### config.mk
export PLATFORM = sky130hd
export DESIGN_NAME = buffer_slot_pool_allocator_top
export DESIGN_NICKNAME = d
export VERILOG_FILES = /design/src/rtl/core/bspa_pkg.sv /design/src/rtl/core/buffer_slot_pool_allocator_top.sv
export VERILOG_INCLUDE_DIRS = /design/src /design/src/rtl/core
export SDC_FILE = /design/constraint.sdc
export NUM_CORES = 1
export LEC_CHECK = 0
export ABC_AREA = 1
export CAP_MARGIN = 20
export CELL_PAD_IN_SITES_DETAIL_PLACEMENT = 0
export CELL_PAD_IN_SITES_GLOBAL_PLACEMENT = 1
export CORE_MARGIN = 2
export CORE_UTILIZATION = 53
export CTS_CLUSTER_DIAMETER = 60
export DETAILED_ROUTE_END_ITERATION = 7
export DONT_BUFFER_PORTS = 1
export PLACE_DENSITY = 0.89
export REMOVE_ABC_BUFFERS = 1
export SLEW_MARGIN = 0
export SYNTH_ARGS = -nofsm -noshare
export SYNTH_HDL_FRONTEND = slang
export SYNTH_SLANG_ARGS = --single-unit
### constraint.sdc
create_clock -name clk_i -period 7.05 [get_ports clk_i]
set_input_delay 1.0575 -clock clk_i [delete_from_list [all_inputs] [get_ports clk_i]]
set_output_delay 1.0575 -clock clk_i [all_outputs]
set_load 0.01 [all_outputs]
### src/rtl/core/buffer_slot_pool_allocator_top_defines.svh
// Assertion helpers shared by the pool allocator RTL.
`ifndef BUFFER_SLOT_POOL_ALLOCATOR_TOP_DEFINES_SVH
`define BUFFER_SLOT_POOL_ALLOCATOR_TOP_DEFINES_SVH

// Same-cycle implication, checked outside reset.
`define BSPA_ASSERT_NOW(lbl, ante, cons, msg) \
  lbl: assert property (@(posedge clk_i) disable iff (!rst_ni) (ante) |-> (cons)) else $error(msg);

// Next-cycle implication, checked outside reset.
`define BSPA_ASSERT_NEXT(lbl, ante, cons, msg) \
  lbl: assert property (@(posedge clk_i) disable iff (!rst_ni) (ante) |=> (cons)) else $error(msg);

`endif

### src/rtl/core/bspa_pkg.sv
package bspa_pkg;

  localparam int POOL_DEPTH = 64;
  localparam int WORD_W     = 8;
  localparam int ROWS       = (POOL_DEPTH + WORD_W - 1) / WORD_W;
  localparam int ROW_W      = (ROWS > 1) ? $clog2(ROWS) : 1;
  localparam int BIT_W      = $clog2(WORD_W);
  localparam int CNT_W      = 7;
  localparam int SLOT_W     = 6;
  localparam int PADDR_W    = 3;
  localparam int OUT_W      = 24;

  // Division by five as a multiply by 1639/8192, exact for the 7-bit sizes used here.
  localparam int DIV5_MUL   = 1639;
  localparam int DIV5_SHIFT = 13;
  localparam int PROD_W     = CNT_W + 11;

  localparam logic [CNT_W-1:0] POOL_SIZE_RST = 7'd64;
  localparam int REG_POOL_SIZE = 0;

  typedef enum logic [1:0] {
    ST_OK          = 2'd0,
    ST_EXHAUSTED   = 2'd1,
    ST_DOUBLE      = 2'd2,
    ST_NOT_IN_POOL = 2'd3
  } status_e;

  typedef enum logic [1:0] {
    FSM_IDLE = 2'b01,
    FSM_WB   = 2'b10
  } fsm_e;

  function automatic logic [CNT_W-1:0] active_size(input logic [CNT_W-1:0] pool);
    return (int'(pool) > POOL_DEPTH) ? CNT_W'(POOL_DEPTH) : pool;
  endfunction

  function automatic logic [CNT_W-1:0] div5(input logic [CNT_W-1:0] size);
    logic [PROD_W-1:0] prod;
    prod = PROD_W'(size) * PROD_W'(DIV5_MUL);
    return CNT_W'(prod >> DIV5_SHIFT);
  endfunction

  // Rows that hold at least one active slot.
  function automatic logic [ROWS-1:0] row_flags(input logic [CNT_W-1:0] size);
    logic [ROWS-1:0] f;
    for (int r = 0; r < ROWS; r++) begin
      f[r] = (r * WORD_W < int'(size));
    end
    return f;
  endfunction

  // Active slots within one row.
  function automatic logic [WORD_W-1:0] row_mask(input logic [ROW_W-1:0] row,
                                                 input logic [CNT_W-1:0] size);
    logic [WORD_W-1:0] m;
    for (int j = 0; j < WORD_W; j++) begin
      m[j] = (int'(row) * WORD_W + j < int'(size));
    end
    return m;
  endfunction

endpackage

### src/rtl/core/buffer_slot_pool_allocator_top.sv
// Slot pool allocator with a free bitmap.
// Input stream: s_axis_tuser_i is the mode (0 acquire, 1 release), s_axis_tdata_i[5:0]
// the slot to release. Each input beat yields exactly one output beat carrying status,
// granted slot, free and used counts, and the healthy and has-free flags.
// The bitmap lives in a synchronous memory of 8-bit rows; a flag register per row marks
// rows holding a free active slot, so an acquire picks its row by a priority encode.
// The row is read when a beat is accepted; in the write-back state the block then
// modifies the row, writes it back and loads the output register. This read-modify-write
// on the single memory port means a new beat is accepted only after the last is written back.
// The output register lets a new beat be accepted while a result waits; if the result
// is still not taken when the next one is ready, the block holds in its write-back
// state and deasserts s_axis_tready_o until the output stage frees up.
// Reset (rst_ni low, asynchronous) sets the pool size to 64 with every slot free; row
// valid bits make unwritten rows read as all free, so no clearing pass is needed.
// Writing pool_size (APB, address 0) frees every slot and clears the used count; the
// user must write it only while the block is idle, and the block does not enforce this.
`include "buffer_slot_pool_allocator_top_defines.svh"

module buffer_slot_pool_allocator_top (
  input  logic                           clk_i,
  input  logic                           rst_ni,
  input  logic                           s_axis_tvalid_i,
  output logic                           s_axis_tready_o,
  input  logic [7:0]                     s_axis_tdata_i,  // [5:0] slot_index
  input  logic                           s_axis_tuser_i,  // [0] mode
  output logic                           m_axis_tvalid_o,
  input  logic                           m_axis_tready_i,
  // [1:0] status, [7:2] granted_slot, [14:8] free_count, [21:15] used_count,
  // [22] healthy, [23] has_free
  output logic [bspa_pkg::OUT_W-1:0]     m_axis_tdata_o,
  input  logic                           psel,
  input  logic                           penable,
  input  logic                           pwrite,
  input  logic [bspa_pkg::PADDR_W-1:0]   paddr,
  input  logic [31:0]                    pwdata,
  output logic [31:0]                    prdata,
  output logic                           pready
);
  import bspa_pkg::*;

  fsm_e state_q, state_d;

  logic [CNT_W-1:0] pool_size_q, size_q, div5_q, free_q, used_q;
  logic [ROWS-1:0]  row_flag_q, row_valid_q;

  logic              mode_q;
  logic [SLOT_W-1:0] idx_q;
  logic [ROW_W-1:0]  row_q;
  logic              exh_q;

  logic [WORD_W-1:0] mem [ROWS];
  logic [WORD_W-1:0] rdata_q;

  logic             m_valid_q;
  logic [OUT_W-1:0] m_data_q;

  logic              accept, do_wb, cfg_we, reg_sel;
  logic [CNT_W-1:0]  pool_new, size_new;
  logic [ROW_W-1:0]  acq_row, rel_row, rd_row;
  logic              any_free;

  logic [WORD_W-1:0] word, mask, avail, wdata;
  logic [BIT_W-1:0]  bsel, bit_rel;
  logic              mem_we, flag_n;
  status_e           status;
  logic [SLOT_W-1:0] granted;
  logic [CNT_W-1:0]  free_n, used_n;
  logic              healthy, has_free;

  // Handshakes.
  assign s_axis_tready_o = (state_q == FSM_IDLE);
  assign accept          = s_axis_tvalid_i & s_axis_tready_o;
  assign do_wb           = (state_q == FSM_WB) & (~m_valid_q | m_axis_tready_i);
  assign m_axis_tvalid_o = m_valid_q;
  assign m_axis_tdata_o  = m_data_q;

  // Configuration port.
  assign pready   = 1'b1;
  assign reg_sel  = (paddr[PADDR_W-1:2] == (PADDR_W-2)'(REG_POOL_SIZE));
  assign cfg_we   = psel & penable & pwrite & reg_sel;
  assign pool_new = pwdata[CNT_W-1:0];
  assign size_new = active_size(pool_new);
  assign prdata   = reg_sel ? 32'(pool_size_q) : 32'd0;

  // Row choice at accept time.
  always_comb begin
    acq_row = '0;
    for (int r = ROWS - 1; r >= 0; r--) begin
      if (row_flag_q[r]) acq_row = ROW_W'(r);
    end
  end

  assign any_free = |row_flag_q;
  assign rel_row  = ROW_W'(s_axis_tdata_i[SLOT_W-1:0] >> BIT_W);
  assign rd_row   = s_axis_tuser_i ? rel_row : acq_row;

  always_ff @(posedge clk_i) begin
    if (accept) rdata_q <= mem[rd_row];
    if (mem_we) mem[row_q] <= wdata;
  end

  // Modify step on the row read when the beat was accepted.
  assign word    = row_valid_q[row_q] ? rdata_q : '1;
  assign mask    = row_mask(row_q, size_q);
  assign avail   = word & mask;
  assign bit_rel = idx_q[BIT_W-1:0];

  always_comb begin
    bsel = '0;
    for (int j = WORD_W - 1; j >= 0; j--) begin
      if (avail[j]) bsel = BIT_W'(j);
    end
  end

  always_comb begin
    status  = ST_OK;
    granted = '0;
    wdata   = word;
    mem_we  = 1'b0;
    flag_n  = row_flag_q[row_q];
    free_n  = free_q;
    used_n  = used_q;
    if (!mode_q) begin
      if (exh_q) begin
        status = ST_EXHAUSTED;
      end else begin
        wdata   = word & ~(WORD_W'(1) << bsel);
        mem_we  = do_wb;
        flag_n  = |(wdata & mask);
        granted = SLOT_W'(int'(row_q) * WORD_W + int'(bsel));
        free_n  = free_q - CNT_W'(1);
        used_n  = used_q + CNT_W'(1);
      end
    end else begin
      if ({1'b0, idx_q} >= size_q) begin
        status = ST_NOT_IN_POOL;
      end else if (word[bit_rel]) begin
        status = ST_DOUBLE;
      end else begin
        wdata  = word | (WORD_W'(1) << bit_rel);
        mem_we = do_wb;
        flag_n = 1'b1;
        free_n = free_q + CNT_W'(1);
        used_n = used_q - CNT_W'(1);
      end
    end
  end

  assign healthy  = (free_n >= div5_q);
  assign has_free = (free_n != '0);

  always_comb begin
    state_d = state_q;
    unique case (state_q)
      FSM_IDLE: if (accept) state_d = FSM_WB;
      FSM_WB:   if (do_wb) state_d = FSM_IDLE;
      default:  state_d = FSM_IDLE;
    endcase
  end

  always_ff @(posedge clk_i or negedge rst_ni) begin
    if (!rst_ni) begin
      state_q     <= FSM_IDLE;
      pool_size_q <= POOL_SIZE_RST;
      size_q      <= active_size(POOL_SIZE_RST);
      div5_q      <= div5(active_size(POOL_SIZE_RST));
      free_q      <= active_size(POOL_SIZE_RST);
      used_q      <= '0;
      row_flag_q  <= row_flags(active_size(POOL_SIZE_RST));
      row_valid_q <= '0;
      m_valid_q   <= 1'b0;
    end else begin
      state_q <= state_d;
      if (cfg_we) begin
        pool_size_q <= pool_new;
        size_q      <= size_new;
        div5_q      <= div5(size_new);
        free_q      <= size_new;
        used_q      <= '0;
        row_flag_q  <= row_flags(size_new);
        row_valid_q <= '0;
      end else if (do_wb) begin
        free_q <= free_n;
        used_q <= used_n;
        if (mem_we) begin
          row_flag_q[row_q]  <= flag_n;
          row_valid_q[row_q] <= 1'b1;
        end
      end
      if (do_wb) begin
        m_valid_q <= 1'b1;
      end else if (m_axis_tready_i) begin
        m_valid_q <= 1'b0;
      end
    end
  end

  always_ff @(posedge clk_i) begin
    if (accept) begin
      mode_q <= s_axis_tuser_i;
      idx_q  <= s_axis_tdata_i[SLOT_W-1:0];
      row_q  <= rd_row;
      exh_q  <= ~any_free;
    end
    if (do_wb) begin
      m_data_q <= {has_free, healthy, used_n, free_n, granted, status};
    end
  end

  `BSPA_ASSERT_NOW(a_count_sum, 1'b1, 8'(free_q) + 8'(used_q) == 8'(size_q), "counts disagree")
  `BSPA_ASSERT_NOW(a_flags_match, 1'b1, (free_q != '0) == (|row_flag_q), "row flags disagree")
  `BSPA_ASSERT_NEXT(a_accept_wb, accept, state_q == FSM_WB, "no write-back after accept")
  `BSPA_ASSERT_NEXT(a_exhausted, do_wb && !mode_q && exh_q, free_q == '0, "false exhaustion")

endmodule
-- Yosys cells after proc, flatten, opt, wreduce, memory -nomap -nowiden
Memories as Yosys holds them, arrays and structs flattened. A register that Yosys moved wholly into a read port is not among the register bits.
Cells that the tools add are included.
- flip-flop bits (word level): 87
- memory bits (writable): 64
- input bits: 51
- output and inout port bits: 59
- logic and storage cells: 152
- memories kept: 1
- memories (name ; depth ; width ; read ports ; clocked after Yosys merged registers in ; wr ports ; line ; source):
    mem ; 8 ; 8 ; 1 ; 1 ; 1 ; buffer_slot_pool_allocator_top.sv:51 ; logic [WORD_W-1:0] mem [ROWS];
- add/subtract/negate cells: 12
- multipliers: 1
- $lt $le $gt $ge: 22
- eq/ne operators: 4
- shift operators: 2
- muxes and demuxes: 70
- bitwise logic cells: 15
- reduce and logical (&&, ||, !) cells: 10
- operators by type and width (cell ; count):
    2-to-1 mux 7 bit ; 14
    2-to-1 mux 8 bit ; 11
    2-to-1 mux 3 bit ; 17
    < comparator 7 bit ; 7
    adder 6 x 3 -> 7 bit, second input constant ; 4
    < comparator 6 x 7 -> 1 bit, first input constant ; 4
    AND 8 bit ; 3
    multiplier 7 x 11 -> 18 bit, second input constant ; 1
    2-to-1 mux 1 bit ; 17
    bitwise OR 8 bit ; 2
    OR reduction 8 bit ; 2
    left shift 1 x 3 -> 8 bit, first input constant ; 2
    adder 6 x 2 -> 7 bit, second input constant ; 2
    adder 7 x 1 -> 7 bit, second input constant ; 2
    < comparator 5 x 7 -> 1 bit, first input constant ; 2
    subtractor 7 x 1 -> 7 bit, second input constant ; 2
    2-to-1 mux 2 bit ; 5
    binary-select mux 1 bit (select 3 bit) ; 3
    bitwise mux 8 bit ; 1
    < comparator 3 x 4 -> 1 bit, second input constant ; 2
    inverter 8 bit ; 1
    adder 6 x 1 -> 7 bit, second input constant ; 1
    greater-or-equal comparator 6 x 7 -> 1 bit ; 1
    greater-or-equal comparator 7 x 5 -> 1 bit ; 1
    other kinds (20) ; 29

-- Longest topological paths before layout
Gate-level depths: netlist of run 1.
- depth after elaboration: 23
- depth in mapped cells: 23
- depth with buffers taken out: 23

-- Worst setup path after synthesis of run 1
Ideal clock, no wire load.
- path type: input port to flip-flop
- start point: input port pwdata[1]
- end point: register div5_q[2]
- setup time: 0.088 ns
- arrival: 4.476 ns
- required time: 6.962 ns
- setup slack: 2.486 ns
- stages on the path: 21
- buffers on the path: 0
- cell sequence: nor2_1 > nand4_1 > nand2_1 > inv_1 > nor2_1 > ha_1 > ha_1 > inv_1 > fa_1 > fa_1 > inv_1 > ha_1 > nand2_1 > o21ai_0 > nand3_1 > o21ai_0 > nand2_1 > nand2_1 > nand2_1 > nand3_1 > o21ai_0
- word-level cells in the longest chain between the ends: 3
- ends and longest elaborated chain (element ; line ; source):
    start, declared ; buffer_slot_pool_allocator_top.sv:35 ; input logic [31:0] pwdata,
    greater-than comparator 7 bit ; bspa_pkg.sv:34 ; return (int'(pool) > POOL_DEPTH) ? CNT_W'(POOL_DEPTH) : pool;
    2-to-1 mux 7 bit ; bspa_pkg.sv:34 ;
    via size_new[4] ; buffer_slot_pool_allocator_top.sv:58 ; logic [CNT_W-1:0] pool_new, size_new;
    multiplier 7 x 11 -> 18 bit ; bspa_pkg.sv:39 ; prod = PROD_W'(size) * PROD_W'(DIV5_MUL);
    end signal, assigned ; buffer_slot_pool_allocator_top.sv:166 ; div5_q <= div5(active_size(POOL_SIZE_RST));
    end signal, assigned ; buffer_slot_pool_allocator_top.sv:177 ; div5_q <= div5(size_new);
    end, declared ; buffer_slot_pool_allocator_top.sv:43 ; logic [CNT_W-1:0] pool_size_q, size_q, div5_q, free_q, used_q;
The timed path passes the listed nets, and every way through them passes these cells.
A chain may end at the register's enable or synchronous reset.

-- Worst setup path after layout of run 1
Same ends and word-level chain as after synthesis.

==> results of run 1 <==
==> sequential cells by signal, indices dropped and copies added, names as in the netlist, 2 cells and up <==
signal,flops
rdata_q,8
m_axis_tdata_o,24
row_valid_q,8
idx_q,6
pool_size_q,7
state_q,2
mem,64
row_q,3
size_q,7
used_q,7
free_q,7
div5_q,5
row_flag_q,8
==> cell families (layout without fill, tap and decap cells) <==
kind of cell,after synthesis,in the layout
simple gates,399,399
other cells,2,26
compound gates,183,183
buf+inv,212,197
flops,159,159
xor+xnor,10,10
fa+ha+maj,76,76
==> placed cells by master, fill, tap and decap left out, types with 22 or more instances in the layout <==
cell      Yosys  layout
nor2_1      139     137
dfrtp_1      38      38
conb_1        2      26
ha_1         64      64
nand4_1      22      22
o21ai_0      72      72
nand2_1     141     141
nand3_1      41      41
edfxtp_1    107     107
inv_1       153     153
a21oi_1      36      36
==> metal layers <==
| metal | up-vias | part of all wire [%] | GRT usage (%) |
|---|---|---|---|
| met5 | - | 0 | 0 |
| met2 | 199 | 46 | 37.1 |
| met3 | 30 | 5.8 | 5.30 |
| met4 | 0 | 2.0 | 7.73 |
| li1 | 3433 | - | - |
| met1 | 3194 | 46 | 31.7 |
==> synthesized netlist by cell type, drive strengths merged, types with 2 or more instances <==
cell / n / area (µm²)
nor4: 3 / 18.8
o22ai: 21 / 131
xor2: 10 / 110
o211ai: 6 / 45.0
a21oi: 37 / 189
nand4: 22 / 138
edfxtp: 107 / 3210
clkbuf: 22 / 82.6
dfstp: 14 / 368
nand2: 157 / 654
nand3: 42 / 223
o21bai: 9 / 67.6
fa: 12 / 240
a31oi: 13 / 81.3
ha: 64 / 801
a22oi: 3 / 22.5
nor2: 149 / 584
buf: 30 / 223
inv: 159 / 597
dfrtp: 38 / 951
o21ai: 83 / 430
nor3: 22 / 115
o221ai: 2 / 17.5
conb: 2 / 7.51
==> path summary, 6_finish.rpt <==
check,startpoint,end,slack [ns]
worst max register to register,row_q[0],m_axis_tdata_o[22],3.00
min in group clk_i,row_valid_q[3],row_valid_q[3],0.50
worst min-delay path,rst_ni,m_axis_tvalid_o,0.32
worst max-delay path,pwdata[1],div5_q[2],2.57
worst min register to register,row_valid_q[3],row_valid_q[3],0.50
max in group asynchronous,rst_ni,row_flag_q[7],6.53
==> report_power, final <==
part | switching [mW] | total, mW | leakage, nW | internal (mW)
clock network | 0.400 | 1.01 | 0.320 | 0.606
logic | 0.519 | 0.789 | 2.57 | 0.270
registers | 0.0818 | 1.22 | 1.57 | 1.14
==> metrics by stage <==
step,utilization (%),worst slack [ns],hold slack [ns],power [mW]
4_1_cts,58.7,2.61,0.303,3.03
6_report,58.7,2.57,0.316,3.02
2_1_floorplan,-,2.41,0.449,1.83
5_1_grt,58.7,2.27,0.302,3.21
3_3_place_gp,55.0,2.21,0.473,2.01
3_5_place_dp,55.0,2.17,0.485,2.02
==> area by class of cell <==
| type | count | area, µm² |
|---|---|---|
| repair buffers | 5 | 37.5 |
| well taps | 225 | 282 |
| flip-flops and latches | 159 | 4530 |
| inverters | 160 | 601 |
| multi-input cells | 694 | 4090 |
| clock inverters | 15 | 225 |
| fillers | 1481 | 7170 |
| clock buffers | 17 | 425 |
==> flow_metrics.env, run 1 <==
export IMPL_cp_required_ns=7.40
export IMPL_synth_top_family_by_area="simple AND/OR/NAND/NOR gates"
export IMPL_io_pins=110
export IMPL_cap_violations=0
export IMPL_r2r_cells=22
export IMPL_synth_avg_cell_area_um2=9.06
export IMPL_p_per_area_mw_per_mm2=296
export IMPL_cts_tree="done"
export IMPL_crit_path_top_delay_cell="fa_1"
export IMPL_path_class="input port to flip-flop"
export IMPL_syn_area_mm2=0.00943
export IMPL_vias=6856
export IMPL_relSlewSlack_pct=32.9
export IMPL_gp_congestion=0.923
export IMPL_ys_seq_elements=159
export IMPL_ant_nets=0
export IMPL_synth_edf_count=107
export IMPL_synth_simple_area_share_pct=18.7
export IMPL_irDropWorstVdd_mv=0.183
export IMPL_hpwl_mm=14.6
export IMPL_routed_wirelength_mm=20.5
export IMPL_yosys_area_share_xor_xnor_pct=1.17
export IMPL_syn_to_final_growth_pct=8.11
export IMPL_post_cts_resized=0
export IMPL_seq_area_frac_synth_pct=48.1
export IMPL_grt_overflow=0
export IMPL_cp_depth=22
export IMPL_grtUsageTotal_pct=23.3
export IMPL_die_area_mm2=0.0189
export IMPL_cp_slowest_stage_delay_ns=0.52
export IMPL_skew_ns=0.00883
export IMPL_worst_pin_slew_ns=1.01
export IMPL_drv_slew=0
export IMPL_timing_final_crit_share_pct=63.5
export IMPL_first_iter_violations=597
export IMPL_final_setup_tns_ns=0
export IMPL_place_inst=1243
export IMPL_io_buffer_count=0
export IMPL_drive_gt1_share_pct=9.43
export IMPL_final_area_mm2=0.0102
export IMPL_yosysWarnings=0
export IMPL_synth_cells=1041
export IMPL_cts_hold_buffers_added=0
export IMPL_antenna_found_initial=0
export IMPL_fmax_ghz=0.223
export IMPL_synth_compound_area_share_pct=11.4
export IMPL_fin_crit_ns=4.48
export IMPL_crit_path_end_kind="flip-flop"
export IMPL_hold_class="input port to async pin"
export IMPL_root_buffer="clkbuf_16"
export IMPL_dpl_instance_area_mm2=0.00954
export IMPL_startpoint_type="input port"
export IMPL_cts_buffers_inserted=17
export IMPL_firstDrtPassIters=5
export IMPL_die_h_um=137
export IMPL_route_detailed_drc=0
export IMPL_row_count=48
export IMPL_post_cts_buffers=0
export IMPL_clockBufferDepth=2
export IMPL_grt_pass1_vias=6664
export IMPL_diodes=0
export IMPL_grt_pass1_wl_mm=33.5
export IMPL_crit_chain="nor2_1 -> nand4_1 -> nand2_1 -> inv_1 -> nor2_1 -> buf_4 -> ha_1 -> ha_1 -> inv_1 -> fa_1 -> fa_1 -> inv_1 -> ha_1 -> nand2_1 -> o21ai_0 -> nand3_1 -> o21ai_0 -> nand2_1 -> nand2_1 -> nand2_1 -> nand3_1 -> o21ai_0"
export IMPL_crit_family="adder cells"
export IMPL_cp_max_fo=9
export IMPL_crit_arrival_ns=4.83
export IMPL_initial_core_util_pct=54.3
export IMPL_setup_viol=0
export IMPL_chipWidth_um=137
export IMPL_routedWlPerCell_um=16.1
export IMPL_clock_latency_ns=0.43
export IMPL_rsz0062_at_grt="false"
export IMPL_leakagePower_nw=4.46
export IMPL_vias_per_cell=5.38
export IMPL_cts_clk_slew_worst_paths_ns=0.06
export IMPL_grt_start_max_net_pins=53
export IMPL_muxShareOfSynthArea_pct=0
export IMPL_asyncSetResetFlopFracSynth_pct=32.7
export IMPL_fin_cells=1275
export IMPL_cts_sink_count=159
export IMPL_crit_top_cell="nand2_1"
export IMPL_htreeDepth=4
export IMPL_synth_distinct_cells=51
export IMPL_critPathBufInv=4
export IMPL_synth_flop_cell="edfxtp_1"
export IMPL_final_nets=1164
export IMPL_hold_viol_final=0
export IMPL_yosys_area_share_adder_pct=11.0
export IMPL_design_core_area_mm2=0.0174
export IMPL_status="completed"
Power figures use the tool's default switching activity.
==> run 2: changes to the inputs <==
--- a/config.mk
+++ b/config.mk
@@ -11,11 +11,11 @@
 export CELL_PAD_IN_SITES_DETAIL_PLACEMENT = 0
 export CELL_PAD_IN_SITES_GLOBAL_PLACEMENT = 1
 export CORE_MARGIN = 2
-export CORE_UTILIZATION = 53
+export CORE_UTILIZATION = 45
 export CTS_CLUSTER_DIAMETER = 60
 export DETAILED_ROUTE_END_ITERATION = 7
 export DONT_BUFFER_PORTS = 1
-export PLACE_DENSITY = 0.89
+export PLACE_DENSITY = 0.8
 export REMOVE_ABC_BUFFERS = 1
 export SLEW_MARGIN = 0
 export SYNTH_ARGS = -nofsm -noshare
==> constraint.sdc (replaced) <==
create_clock -name clk_i -period 4.1 [get_ports clk_i]
set_input_delay 0.615 -clock clk_i [delete_from_list [all_inputs] [get_ports clk_i]]
set_output_delay 0.615 -clock clk_i [all_outputs]
set_load 0.01 [all_outputs]
==> run 2 against run 1 <==
  * Worst setup slack got worse by 2.3 ns
  * Register-to-register slack got worse by 2.7 ns
  * Routed wire length rose by 5.8%
  * First-iteration DRC count fell by 13%
  * Worst hold slack got worse by 0.30 ns
  * Cell area rose by 2.5%
  * Combinational power rose by 83%
  * Clock power rose by 61%
  * Cell count rose by 5.8%
  * Critical path type is now flip-flop to flip-flop
==> flow_metrics.env, run 2 (synthesis results as in run 1) <==
export IMPL_status="completed"
export IMPL_grtUsageTotal_pct=20.5
export IMPL_fin_total_pwr_mw=5.18
export IMPL_antenna_found_initial=0
export IMPL_grt_start_max_net_pins=41
export IMPL_design_core_area_mm2=0.0204
export IMPL_path_class="flip-flop to flip-flop"
export IMPL_hpwl_mm=15.6
export IMPL_cts_sink_count=159
export IMPL_drive_gt1_share_pct=11.8
export IMPL_power_switching_mw=1.78
export IMPL_grt_overflow=0
export IMPL_final_area_mm2=0.0104
export IMPL_diodes=0
export IMPL_largest_register="mem"
export IMPL_drv_slew=0
export IMPL_io_buffer_count=0
export IMPL_vias_per_cell=5.18
export IMPL_crit_arrival_ns=3.98
export IMPL_cts_buffers_inserted=17
export IMPL_grt_pass1_wl_mm=35.0
export IMPL_final_common_cell="inv_1"
export IMPL_reg2reg_slack_ns=0.29
export IMPL_comb_power_share_pct=27.8
export IMPL_rsz0062_at_grt="false"
export IMPL_vias=6986
export IMPL_pwr_share_seq_pct=40.6
export IMPL_worstSetupStartpoint="row_q[2]"
export IMPL_crit_path_end_kind="flip-flop"
export IMPL_clockBufferDepth=2
export IMPL_gp_congestion=0.901
export IMPL_first_iter_violations=517
export IMPL_switching_share_pct=34.4
export IMPL_io_pins=110
export IMPL_route_detailed_drc=0
export IMPL_skew_ns=0.0128
export IMPL_chipWidth_um=149
export IMPL_hold_class="input port to async pin"
export IMPL_routedWlPerCell_um=16.1
export IMPL_cp_max_fo=9
export IMPL_final_nets=1193
export IMPL_htreeDepth=4
export IMPL_relSlewSlack_pct=28.7
export IMPL_fin_crit_ns=3.81
export IMPL_holdWs_ns=0.0165
export IMPL_worst_pin_slew_ns=1.07
export IMPL_r2r_start="row_q[2]"
export IMPL_cts_clk_slew_worst_paths_ns=0.07
export IMPL_clock_latency_ns=0.44
export IMPL_dpl_instance_area_mm2=0.00981
export IMPL_die_h_um=149
export IMPL_fmax_ghz=0.263
export IMPL_p_clk_share_pct=31.5
export IMPL_cts_tree="done"
export IMPL_die_area_mm2=0.0221
export IMPL_internal_power_mw=3.40
export IMPL_crit_reg2reg_capture="m_axis_tdata_o[22]"
export IMPL_syn_to_final_growth_pct=10.8
export IMPL_hold_viol_final=0
export IMPL_firstDrtPassIters=5
export IMPL_ant_nets=0
export IMPL_cp_endpoint="m_axis_tdata_o[22]"
export IMPL_root_buffer="clkbuf_16"
export IMPL_initial_core_util_pct=46.3
export IMPL_p_per_area_mw_per_mm2=496
export IMPL_r2r_cells=22
export IMPL_largest_reg_flops=64
export IMPL_grt_pass1_vias=6671
export IMPL_routed_wirelength_mm=21.7
export IMPL_setup_viol=0
export IMPL_startpoint_type="flip-flop"
export IMPL_leakagePower_nw=4.58
export IMPL_timing_final_crit_share_pct=92.8
export IMPL_irDropWorstVdd_mv=0.293
export IMPL_row_count=52
export IMPL_cap_violations=0
export IMPL_most_common_layout_cells="inv_1, nand2_1, nor2_1"
export IMPL_cp_required_ns=4.28
-- run 2: power groups by stage --
| stage | Combinational [mW] | Sequential [mW] | Clock [mW] |
|---|---|---|---|
| final | 1.44 | 2.11 | 1.63 |
| after global routing | 1.65 | 2.13 | 1.72 |
| after CTS | 1.44 | 2.10 | 1.65 |
| after detailed placement | 1.42 | 2.13 | 0 |
| after global placement | 1.40 | 2.13 | 0 |
| after floorplan | 1.05 | 2.10 | 0 |
-- run 2: repair_timing --
item                      in CTS  in global routing
buffers inserted               0                  0
resized for setup              0                  0
hold buffers                   1                  0
hold endpoints to repair      38                  0
-- run 2: cell type report --
type                    instances  area, µm²
multi-input cells             694       4090
well taps                     270        338
inverters                     160        601
clock inverters                14        174
fillers                      1900       9920
flip-flops and latches        159       4530
clock buffers                  18        429
repair buffers                 34        275
-- run 2: routing by layer --
| metal | wire length [µm] | track usage (%) | share of wire [%] |
|---|---|---|---|
| met1 | 10300 | 28.9 | 47 |
| met3 | 941 | 4.01 | 4.3 |
| met4 | 258 | 5.33 | 1.2 |
| met2 | 10200 | 32.7 | 47 |
| met5 | 0 | 0 | 0 |
-- run 2: critical path, cell delays in order (launching register included) --
cell	delay (ns)
edfxtp_1	0.56
nor2_1	0.30
nand3_1	0.11
nand2_1	0.10
nor2_2	0.05
nand2_4	0.14
nand2_1	0.14
o22ai_1	0.20
o21ai_1	0.10
nand2_2	0.11
nand2_4	0.09
inv_2	0.06
buf_4	0.13
nor2_1	0.04
o21ai_1	0.24
inv_1	0.11
ha_1	0.28
a21boi_0	0.13
o21a_1	0.19
o21ai_0	0.15
nand2_1	0.07
a21oi_1	0.14
nand4_1	0.12
-- run 2: worst min path at each step --
stage                       from             end  slack [ns]  depth (start not counted)
after detailed placement  rst_ni      state_q[1]        0.32                          0
final                     rst_ni      state_q[1]        0.02                          1
after CTS                 rst_ni      state_q[0]       0.008                          0
after global routing      rst_ni      state_q[0]       0.001                          0
after global placement    rst_ni  pool_size_q[0]        0.32                          0
after floorplan           rst_ni       div5_q[0]        0.32                          0
-- run 2: through the flow --
step / utilization, % / TNS, ns / setup slack (ns) / std cells
final: 51.3 / 0 / 0.295 / 1349
after global routing: 51.3 / 0 / 0.0438 / 1349
after CTS: 51.3 / 0 / 0.358 / 1349
after detailed placement: 48.2 / -0.109 / -0.0587 / 1316
after global placement: 48.2 / -0.0718 / -0.0598 / 1316
after floorplan: - / -0.156 / -0.0982 / 1013
==> run 3: changes to the inputs <==
--- a/config.mk
+++ b/config.mk
@@ -6,12 +6,12 @@
 export SDC_FILE = /design/constraint.sdc
 export NUM_CORES = 1
 export LEC_CHECK = 0
-export ABC_AREA = 1
+export ABC_AREA = 0
 export CAP_MARGIN = 20
 export CELL_PAD_IN_SITES_DETAIL_PLACEMENT = 0
 export CELL_PAD_IN_SITES_GLOBAL_PLACEMENT = 1
 export CORE_MARGIN = 2
-export CORE_UTILIZATION = 45
+export CORE_UTILIZATION = 47
 export CTS_CLUSTER_DIAMETER = 60
 export DETAILED_ROUTE_END_ITERATION = 7
 export DONT_BUFFER_PORTS = 1
==> run 3 against run 2 <==
  * Area after synthesis shrank 1.1%
  * First-iteration DRC count shrank 11%
  * Sequential power shrank 3%
  * Utilization grew 2.4 points
  * Power shrank 7.5%
  * Combinational power shrank 23%
  * Clock-buffer cell count shrank 1
  * Critical path depth shrank 8
  * Flip-flop and latch count is the same
  * Worst setup slack lost 0.039 ns
  * Cell area is essentially flat
  * Routed wire length shrank 2.4%
  * Critical path type unchanged
  * Largest cell class unchanged
  * Largest power group unchanged
==> flow_metrics.env, run 3 <==
export IMPL_synth_common_cells="edfxtp_1, nand2_1, ha_1"
export IMPL_skew_ns=0.0194
export IMPL_seq_area_frac_synth_pct=48.6
export IMPL_routed_wirelength_mm=21.2
export IMPL_fin_util_pct=53.7
export IMPL_syn_area_mm2=0.00932
export IMPL_cp_slowest_stage_delay_ns=0.69
export IMPL_die_area_mm2=0.0210
export IMPL_routedWlPerCell_um=18.8
export IMPL_ant_nets=0
export IMPL_crit_path_top_delay_cell="edfxtp_1"
export IMPL_crit_path_end_kind="flip-flop"
export IMPL_relSlewSlack_pct=29.8
export IMPL_synth_avg_cell_area_um2=11.4
export IMPL_rsz0062_at_grt="false"
export IMPL_largest_reg_flops=64
export IMPL_worst_pin_slew_ns=1.05
export IMPL_grt_start_max_net_pins=39
export IMPL_vias_per_cell=5.61
export IMPL_design_core_area_mm2=0.0195
export IMPL_cp_max_fo=6
export IMPL_setup_viol=0
export IMPL_drive_gt1_share_pct=17.0
export IMPL_chipWidth_um=145
export IMPL_cts_clk_slew_worst_paths_ns=0.07
export IMPL_final_nets=975
export IMPL_worst_slack_ns=0.255
export IMPL_asyncSetResetFlopFracSynth_pct=32.7
export IMPL_post_cts_buffers=0
export IMPL_cts_sink_count=159
export IMPL_clock_latency_ns=0.43
export IMPL_synth_top_cell_area_share_pct=34.5
export IMPL_leakagePower_nw=4.15
export IMPL_final_setup_tns_ns=0
export IMPL_hold_class="input port to async pin"
export IMPL_irDropWorstVdd_mv=0.218
export IMPL_grtUsageTotal_pct=21.3
export IMPL_diodes=0
export IMPL_crit_chain="mux2i_4 -> o22a_1 -> a21oi_1 -> o211a_1 -> a21oi_2 -> xnor2_2 -> inv_1 -> ha_1 -> nand2b_1 -> a21o_1 -> a21oi_1 -> nor2b_1 -> o21ai_0 -> or4b_1"
export IMPL_critPathBufInv=1
export IMPL_largest_register="mem"
export IMPL_firstDrtPassIters=5
export IMPL_cap_violations=0
export IMPL_crit_arrival_ns=4.01
export IMPL_cts_buffers_inserted=17
export IMPL_grt_pass1_vias=6237
export IMPL_yosysWarnings=0
export IMPL_post_place_ws_ns=-0.00524
export IMPL_syn_to_final_growth_pct=12.1
export IMPL_final_area_mm2=0.0105
export IMPL_multi_input_area_mm2=0.00439
export IMPL_gp_congestion=0.924
export IMPL_synth_edf_count=107
export IMPL_hold_viol_final=0
export IMPL_holdWs_ns=0.0194
export IMPL_route_detailed_drc=0
export IMPL_ys_top_cells_by_area="edfxtp_1, dfrtp_1, ha_1"
export IMPL_most_common_layout_cells="edfxtp_1, nand2_1, ha_1"
export IMPL_synth_cells=815
export IMPL_cp_required_ns=4.26
export IMPL_io_buffer_count=0
export IMPL_root_buffer="clkbuf_16"
export IMPL_cts_tree="done"
export IMPL_dpl_instance_area_mm2=0.00980
export IMPL_io_pins=110
export IMPL_status="completed"
export IMPL_startpoint_type="flip-flop"
export IMPL_timing_final_crit_share_pct=93.8
export IMPL_row_count=51
export IMPL_grt_pass1_wl_mm=33.6
export IMPL_synth_flop_cell="edfxtp_1"
export IMPL_ys_seq_elements=159
export IMPL_die_h_um=145
export IMPL_clockBufferDepth=2
export IMPL_antenna_found_initial=0
export IMPL_crit_top_cell="a21oi_1"
export IMPL_first_iter_violations=459
export IMPL_final_common_cell="edfxtp_1"
export IMPL_fmax_ghz=0.260
export IMPL_drv_slew=0
export IMPL_synth_distinct_cells=77
export IMPL_nFillCells=1666
export IMPL_p_per_area_mw_per_mm2=459
export IMPL_hpwl_mm=15.3
export IMPL_crit_family="compound AO/OA/AOI/OAI gates"
export IMPL_path_class="flip-flop to flip-flop"
export IMPL_grt_overflow=0
export IMPL_fin_crit_ns=3.84
export IMPL_vias=6314
export IMPL_regArea_mm2=0.00453
export IMPL_synth_top_cell_by_area="edfxtp_1"
export IMPL_synth_most_common_cell="edfxtp_1"
export IMPL_htreeDepth=4
export IMPL_initial_core_util_pct=47.9
run 3: worst register-to-register path, delay by kind of cell, from the launching register on:
kind / cells / cell delay, ns
AOI/OAI and AO/OA: 7 / 1.38
xor gates and xnor gates: 1 / 0.17
DFF: 1 / 0.69
adders and majority gates: 1 / 0.27
and+or+nand+nor: 3 / 0.63
muxes: 1 / 0.39
buffers and inverters: 1 / 0.07
run 3: per-layer routing:
layer | vias up | GRT usage [%] | wire length [µm]
li1 | 2997 | - | -
met1 | 3084 | 28.3 | 9420
met2 | 203 | 35.3 | 10200
met3 | 30 | 4.05 | 1120
met4 | 0 | 6.75 | 425
met5 | - | 0 | 0
run 3: timing repair:
| item | CTS | global route |
|---|---|---|
| hold buffers | 1 | 0 |
| endpoints found under the hold margin | 38 | 0 |
| setup endpoints to repair | 0 | 1 |
| gates resized for setup | 0 | 2 |
run 3: cells by family (layout without fill, tap and decap cells):
group                      after synthesis  count (layout)  synth area share (%)
and+or+nand+nor                        251             251                  13.4
DFF                                    159             159                  48.6
muxes                                   32              32                  6.65
buffers and inverters                  115             137                  5.92
AOI/OAI and AO/OA                      162             162                  12.4
xor gates and xnor gates                18              18                  1.69
adders and majority gates               76              76                  11.2
other                                    2              26                0.0806
run 3: power by group:
group          total (mW)  internal, mW  switching, mW
logic                1.11         0.484          0.631
registers            2.05          1.90          0.157
clock network        1.62         0.879          0.744
run 3: area by class of cell:
class	count	share of cell area, %
Clock buffer	17	4.07
Clock inverter	15	1.80
Inverter	62	2.23
Multi-Input combinational cell	565	42.0
Sequential cell	159	43.4
Tap cell	265	3.17
Timing Repair Buffer	43	3.40
run 3: final timing paths:
check | start | endpoint | slack, ns | cells past startpoint
min in group clk_i | s_axis_tdata_i[0] | idx_q[0] | 0.27 | 0
setup / recovery | row_q[0] | m_axis_tdata_o[22] | 0.26 | 14
hold reg to reg | pool_size_q[6] | pool_size_q[6] | 0.47 | 2
max in group asynchronous | rst_ni | used_q[5] | 3.87 | 1
setup reg to reg | row_q[0] | m_axis_tdata_o[22] | 0.26 | 14
hold / removal | rst_ni | state_q[0] | 0.02 | 0
run 3: stage by stage:
stage,power [mW],instances
floorplan,2.84,786
global placement,3.15,1093
detailed placement,3.17,1093
CTS,4.81,1126
global route,5.06,1126
finish,4.79,1126
